--- src/sv/sm3_pkg.sv ---
// Package: SM3 engine types, constants and helper functions.
`default_nettype none
package sm3_pkg;

  localparam logic [31:0] IV0 = 32'h7380166f;
  localparam logic [31:0] IV1 = 32'h4914b2b9;
  localparam logic [31:0] IV2 = 32'h172442d7;
  localparam logic [31:0] IV3 = 32'hda8a0600;
  localparam logic [31:0] IV4 = 32'ha96f30bc;
  localparam logic [31:0] IV5 = 32'h163138aa;
  localparam logic [31:0] IV6 = 32'he38dee4d;
  localparam logic [31:0] IV7 = 32'hb0fb0e4e;
  localparam logic [31:0] T_LO = 32'h79CC4519;
  localparam logic [31:0] T_HI = 32'h7A879D8A;
  localparam logic [7:0]  PAD_BYTE = 8'h80;

  typedef enum logic [2:0] {
    ST_IDLE,   // waiting for an item
    ST_ROUND,  // 64 rounds on a full block
    ST_PAD,    // pad block being built
    ST_OUT     // fold, then next pad block or digest capture
  } state_e;

  // Commands from controller to datapath
  typedef struct packed {
    logic absorb;      // take input item bytes
    logic start_pad;   // capture total length, append 0x80 and zeros
    logic fill_pad;    // fill the rest of the current pad block
    logic start_comp;  // load working regs and schedule
    logic round;       // run one round
    logic finish_comp; // fold working regs into chaining value
    logic load_out;    // capture digest and reset state
  } cmd_t;

  // Status from datapath to controller
  typedef struct packed {
    logic block_full;  // 64 bytes are held
    logic last_round;  // round counter at 63
    logic pad_last;    // pad block carries the length
  } sts_t;

  function automatic logic [31:0] rotl(input logic [31:0] x, input logic [4:0] n);
    logic [63:0] d;
    d = {x, x} << n;
    return d[63:32];
  endfunction

  function automatic logic [31:0] p0(input logic [31:0] x);
    return x ^ rotl(x, 5'd9) ^ rotl(x, 5'd17);
  endfunction

  function automatic logic [31:0] p1(input logic [31:0] x);
    return x ^ rotl(x, 5'd15) ^ rotl(x, 5'd23);
  endfunction

endpackage
`default_nettype wire

--- src/sv/sm3_ctrl.sv ---
// Controller: sequences absorb, compression, padding and digest output.
`default_nettype none
module sm3_ctrl (
  input  wire logic          clk_i,
  input  wire logic          rst_ni,
  input  wire logic          in_fire_i,
  input  wire logic          in_final_i,
  input  wire logic          out_ready_i,
  input  wire sm3_pkg::sts_t sts_i,
  output sm3_pkg::cmd_t      cmd_o,
  output logic               in_ready_o,
  output logic               out_valid_o
);
  import sm3_pkg::*;

  // Padding phases
  localparam logic [1:0] PH_DATA  = 2'd0;  // no padding
  localparam logic [1:0] PH_PAD   = 2'd1;  // final item taken, pad block pending
  localparam logic [1:0] PH_EXTRA = 2'd2;  // zero block with length still to come
  localparam logic [1:0] PH_LAST  = 2'd3;  // last block, then digest

  state_e state_q, state_d;
  logic [1:0] phase_q, phase_d;
  logic       out_valid_q, out_valid_d;

  always_ff @(posedge clk_i or negedge rst_ni) begin
    if (!rst_ni) begin
      state_q     <= ST_IDLE;
      phase_q     <= PH_DATA;
      out_valid_q <= 1'b0;
    end else begin
      state_q     <= state_d;
      phase_q     <= phase_d;
      out_valid_q <= out_valid_d;
    end
  end

  // Next state and commands
  always_comb begin
    state_d     = state_q;
    phase_d     = phase_q;
    out_valid_d = out_valid_q;
    cmd_o       = '0;
    in_ready_o  = 1'b0;
    out_valid_o = out_valid_q;
    if (out_valid_q && out_ready_i) out_valid_d = 1'b0;
    case (state_q)
      ST_IDLE: begin
        if (sts_i.block_full) begin
          cmd_o.start_comp = 1'b1;
          state_d = ST_ROUND;
        end else if (phase_q != PH_DATA) begin
          cmd_o.start_pad = 1'b1;
          state_d = ST_PAD;
        end else begin
          in_ready_o = 1'b1;
          if (in_fire_i) begin
            cmd_o.absorb = 1'b1;
            if (in_final_i) phase_d = PH_PAD;
          end
        end
      end
      ST_PAD: begin
        if (sts_i.pad_last) begin
          cmd_o.fill_pad = 1'b1;
          phase_d = PH_LAST;
        end else begin
          phase_d = PH_EXTRA;
        end
        cmd_o.start_comp = 1'b0;
        state_d = ST_IDLE;
      end
      ST_ROUND: begin
        cmd_o.round = 1'b1;
        if (sts_i.last_round) state_d = ST_OUT;
      end
      ST_OUT: begin
        // fold result, then decide on next pad block or digest
        if (phase_q == PH_DATA || phase_q == PH_PAD) begin
          cmd_o.finish_comp = 1'b1;
          state_d = ST_IDLE;
        end else if (phase_q == PH_EXTRA) begin
          cmd_o.finish_comp = 1'b1;
          cmd_o.fill_pad = 1'b1;
          phase_d = PH_LAST;
          state_d = ST_IDLE;
        end else if (!out_valid_q) begin
          // hold here until the previous digest has left
          cmd_o.load_out = 1'b1;
          out_valid_d = 1'b1;
          phase_d = PH_DATA;
          state_d = ST_IDLE;
        end
      end
      default: state_d = ST_IDLE;
    endcase
  end

  default_in_ready_a: assert property (@(posedge clk_i) disable iff (!rst_ni)
    in_ready_o |-> state_q == ST_IDLE && phase_q == PH_DATA) else $error("ready outside idle");
  round_a: assert property (@(posedge clk_i) disable iff (!rst_ni)
    cmd_o.round |-> !in_ready_o) else $error("round overlaps input handshake");
  out_hold_a: assert property (@(posedge clk_i) disable iff (!rst_ni)
    out_valid_o && !out_ready_i |=> out_valid_o) else $error("digest dropped");
  load_free_a: assert property (@(posedge clk_i) disable iff (!rst_ni)
    cmd_o.load_out |-> !out_valid_o) else $error("digest overwritten");

endmodule
`default_nettype wire

--- config.mk ---
export PLATFORM = sky130hd
export DESIGN_NAME = sm3_ctrl
export DESIGN_NICKNAME = d
export VERILOG_FILES = /design/src/sv/sm3_pkg.sv /design/src/sv/sm3_ctrl.sv
export SDC_FILE = /design/constraint.sdc
export NUM_CORES = 1
export LEC_CHECK = 0
export BUFFER_PORTS_ARGS = -buffer_cell sky130_fd_sc_hd__buf_2
export CAP_MARGIN = 40
export CELL_PAD_IN_SITES_DETAIL_PLACEMENT = 1
export CELL_PAD_IN_SITES_GLOBAL_PLACEMENT = 1
export CORE_AREA = 5 5 42 44
export DETAILED_ROUTE_END_ITERATION = 12
export DIE_AREA = 0 0 47 49
export GPL_ROUTABILITY_DRIVEN = 0
export PLACE_DENSITY = 0.76
export SLEW_MARGIN = 15
export SYNTH_ARGS = -nofsm -noshare
export SYNTH_HDL_FRONTEND = slang
export SYNTH_SLANG_ARGS = --single-unit
--- constraint.sdc ---
create_clock -name clk_i -period 1.1 [get_ports clk_i]
set_input_delay 0.11 -clock clk_i [delete_from_list [all_inputs] [get_ports clk_i]]
set_output_delay 0.11 -clock clk_i [all_outputs]
set_load 0.02 [all_outputs]
Word-level counts from Yosys, hierarchy flattened
Index checks and enable logic that the tools add are counted.
{"block": "totals", "register_bits": 6, "output_inout_bits": 9, "wordCells": 66}
{"block": "classes", "n_eq_ne": 14, "muxes": 41, "reduce_logical": 8}
{"op": "two-way mux 1 bit", "n": 22}
{"op": "two-way mux 2 bit", "n": 10}
{"op": "two-way mux 3 bit", "n": 6}
{"op": "!= test 2 bit (second input constant)", "n": 6}
{"op": "case mux 3 bit (3 select lines)", "n": 1}
{"op": "AND reduction 7 bit", "n": 1}
{"op": "== test 3 x 2 -> 1 bit (second input constant)", "n": 2}
{"op": "!= test 3 bit (second input constant)", "n": 2}
{"op": "case mux 2 bit (3 select lines)", "n": 1}
{"op": "!= test 4 bit (second input constant)", "n": 1}
{"op": "== test 3 x 1 -> 1 bit (second input constant)", "n": 1}
{"op": "logical NOT 3 bit", "n": 1}
{"op": "AND reduction 3 bit", "n": 1}
{"op": "nonzero test 3 bit", "n": 1}
{"op": "== test 2 x 1 -> 1 bit (second input constant)", "n": 1}
{"op": "== test 2 bit (second input constant)", "n": 1}
{"op": "logical NOT 2 bit", "n": 1}
{"op": "case mux 1 bit (2 select lines)", "n": 1}
{"op": "nonzero test 2 bit", "n": 1}
{"op": "logical AND 1 bit", "n": 1}
{"op": "logical OR 1 bit", "n": 1}

Logic depth before layout (Yosys ltp)
{"block": "depth", "depth_word": 6, "mapped_depth": 4, "mapped_depth_nobuf": 3}

Worst setup path before layout
OpenSTA, ideal clock, no wires.
{"block": "synth_timing", "path_kind": "register to output", "startpoint": "register phase_q[1]", "endpoint": "output port cmd_o[6] in the netlist's numbering", "arrival_ns": 1.358, "setup_slack_ns": -0.368, "stages_incl_launch_ff": 4, "path_buffers": 0, "cell_sequence": "dfrtp_1 > nor2_2 > nor4b_2 > and2_1"}
{"element": "start: declaration", "line_no": "sm3_ctrl.sv:23", "text": "logic [1:0] phase_q, phase_d;"}
{"element": "start signal: assignment", "line_no": "sm3_ctrl.sv:33", "text": "phase_q <= phase_d;"}
{"element": "end: declaration", "line_no": "sm3_ctrl.sv:10", "text": "output sm3_pkg::cmd_t cmd_o,"}

==> qor.yml <==
placement:
  hpwl_um: 939.7
  io_buffers: 16
  postPlaceCellArea_um2: 520.5
drt:
  first_pass_iters: 4
  dr_total_vias: 457
  drt-total-wl_mm: 1.826
  drc: 0
  via_per_inst: 4.914
  wl_per_cell_um: 19.63
  drt_iter0_markers: 5
  drt.antenna.violating_nets: 0
finish:
  nFillCells: 168
  fin_area_um2: 777.0
  final_common_cell: "buf_4"
  layout_common_cells: "18 x buf_4, 10 x buf_6, 8 x buf_2"
  finish.utilization_pct: 55.45
  num-nets-final: 86
  area_growth_pct: 122.6
  n_antenna_cell: 0
  layout-drive-gt1-share_pct: 80.52
synth:
  ys_seq_area_share_pct: 35.84
  ys_ff_latch: 5
  synth_area_leaders: "dfrtp_1 36%, nand2_1 5.4%, a21o_1 4.3%"
  synth_compound_area_share_pct: 20.79
  ys_warn_count: 0
  ys_types: 23
  synth_edf_count: 0
  synth_top_area_share_pct: 35.84
  ys.flop_type: "dfrtp_1"
  synth_xor_area_share_pct: 0
  syn_avg_cell_area_um2: 9.186
  netlist_area_um2: 349.1
  synthArstFlopShare_pct: 100.0
  syn_nets: 46
  synth_top_family_by_area: "simple AND/OR/NAND/NOR gates"
  synthSimpleGateAreaFrac_pct: 35.84
  synth_mux_area_share_pct: 0
  yosys.area_share.adder_pct: 0
  netlist_instances: 38
  yosys.area.top_type: "dfrtp_1"
global_route:
  grt_pass1_wl_mm: 2.263
  grt.overflow.total: 0
  antenna_found_initial: 0
  grt_max_degree: 9
  grt_pass1_vias: 520
  track_usage_pct: 14.21
setup_path:
  worst_setup_path_start_kind: "register"
  rrSetupSlack_ns: -0.10
  arrival_ns: 1.33
  critPathTopFamily: "simple AND/OR/NAND/NOR gates"
  critical-path-max-stage-delay_ns: 0.41
  path_buf_inv: 1
  worstSetupPathType: "register to output pin"
  cpMaxStageDelayCell: "dfrtp_1"
  rr_worst_depth: 5
  cp_cell_sequence: "nor2_2 -> nor4b_4 -> and2_4 -> buf_6"
  cp.required_ns: 0.99
  r2r-end: "phase_q[0]"
  worst_setup_path_end_kind: "output pin"
  crit_fanout: 3
  r2r-start: "phase_q[1]"
clock_tree:
  ctsHtreeMaxLevel: 1
  root_buffer: "clkbuf_4"
  cts_sinks: 5
  tritoncts: "yes"
  clk_latency_ns: 0.23
  clk_pin_slew_worst_paths_ns: 0.04
  cts_buffers: 3
  clock_path_buffers: 2
min_path:
  whs_endpoint: "out_valid_o"
  min-delay-start: "out_ready_i"
  holdPathStages: 3
  hold_path_class: "input pin to register"
floorplanning:
  pin_count: 17
  fp.dieArea_um2: 2303
  die_y_um: 49
  die_w_um: 47
  start_util_pct: 24.91
  core_area_um2: 1401
  fp-row-count: 14
pwr:
  sw_frac_of_total_pct: 43.59
  ir_worst_vdd_v: 0.001545
  power.share.clock_pct: 8.2
  pwr-share-comb_pct: 73.6
  p_total_mw: 2.469
  seq_power_share_pct: 18.2
  p_int_mw: 1.393
  p_sw_mw: 1.076
  leakagePower_nw: 0.3698
  power_density_nw_per_um2: 3177
timing:
  finalHoldViolations: 0
  drv_slew: 0
  fin_crit_sh_pct: 130.9
  setup_ws_ns: -0.3397
  rsz0062_at_grt: "true"
  clock_skew_ns: 0.0005785
  max_freq_mhz: 694.6
  slew_headroom_pct: 78.27
  setup_viol: 11
  tightest_slew_ns: 0.3233
  fin_crit_ns: 1.440
flow_run:
  cap_viol_max_count: 0
run_status:
  status: "finished with violations"
  violations: "setup timing"
==> cells by family (layout without fill, tap and decap cells) <==
group / after synthesis / count (layout)
flops: 5 / 5
compound gates: 10 / 10
buf+inv: 4 / 43
simple gates: 19 / 19
==> per-layer routing <==
layer  vias up  wire length (µm)  global-route usage [%]
li1        214                 -                       -
met1       216               692                   12.69
met2        17               956                   23.98
met3        10                57                   4.059
met4         0               121                   12.44
met5         -                 0                       0
==> synthesized netlist by cell type, types with 2 or more instances <==
cell,count
dfrtp_1,5
nand2_1,5
a21o_1,2
a21oi_1,2
nand2b_1,2
nand3b_1,2
nor2_1,2
nor3b_1,2
o22ai_1,2
==> layout make-up <==
class,count,area [µm²],share of cell area [%]
Multi-Input combinational cell,29,295.3,38.00
Inverter,2,10.01,1.288
Timing Repair Buffer,37,297.8,38.33
Clock buffer,4,26.28,3.382
Tap cell,16,20.02,2.576
Sequential cell,5,127.6,16.43
==> per-stage QoR <==
step	TNS [ns]	cells	hold slack [ns]	setup slack [ns]
finish	-2.292	93	0.1438	-0.3397
global route	-2.962	93	0.1467	-0.4079
CTS	-1.987	89	0.1355	-0.3201
detailed placement	-0.8885	78	-0.07493	-0.1852
global placement	-0.4042	78	-0.07684	-0.1174
floorplan	-0.6203	38	-0.1856	-0.1932
==> what timing repair did <==
action                                 CTS  global route
gates cloned                             0             0
endpoints found under the hold margin    5             0
pin swaps                                5             7
gates resized for setup                 18            21
setup buffers                            6             4
setup endpoints to repair               10            10
hold buffers                             1             0
==> power by group through the flow <==
| stage | Sequential [mW] | Clock (mW) | Combinational [mW] |
|---|---|---|---|
| 6_report | 0.450 | 0.202 | 1.82 |
| 5_1_grt | 0.459 | 0.228 | 1.93 |
| 4_1_cts | 0.435 | 0.216 | 1.31 |
| 3_5_place_dp | 0.459 | 0 | 0.979 |
| 3_3_place_gp | 0.442 | 0 | 0.954 |
| 2_1_floorplan | 0.414 | 0 | 0.588 |
==> tightest hold or removal path: cells and delay by family <==
family	cells	cell delay (ns)
buffers and inverters	2	0.13
AO/OA/AOI/OAI	1	0.10
==> registers in the layout, indices dropped and copies added (netlist names) <==
signal	count
phase_q	2
state_q	2
out_valid_o	1
==> worst max-delay path by stage <==
stage               slack [ns]         end  depth (start not counted)        from
finish                   -0.34    cmd_o[6]                          4  phase_q[1]
global route             -0.41    cmd_o[6]                          4  phase_q[1]
CTS                      -0.32    cmd_o[6]                          4  phase_q[0]
detailed placement       -0.19    cmd_o[6]                          3  state_q[0]
global placement         -0.12    cmd_o[6]                          3  state_q[0]
floorplan                -0.19  state_q[1]                          3  state_q[1]
Power figures use the tool's default switching activity.
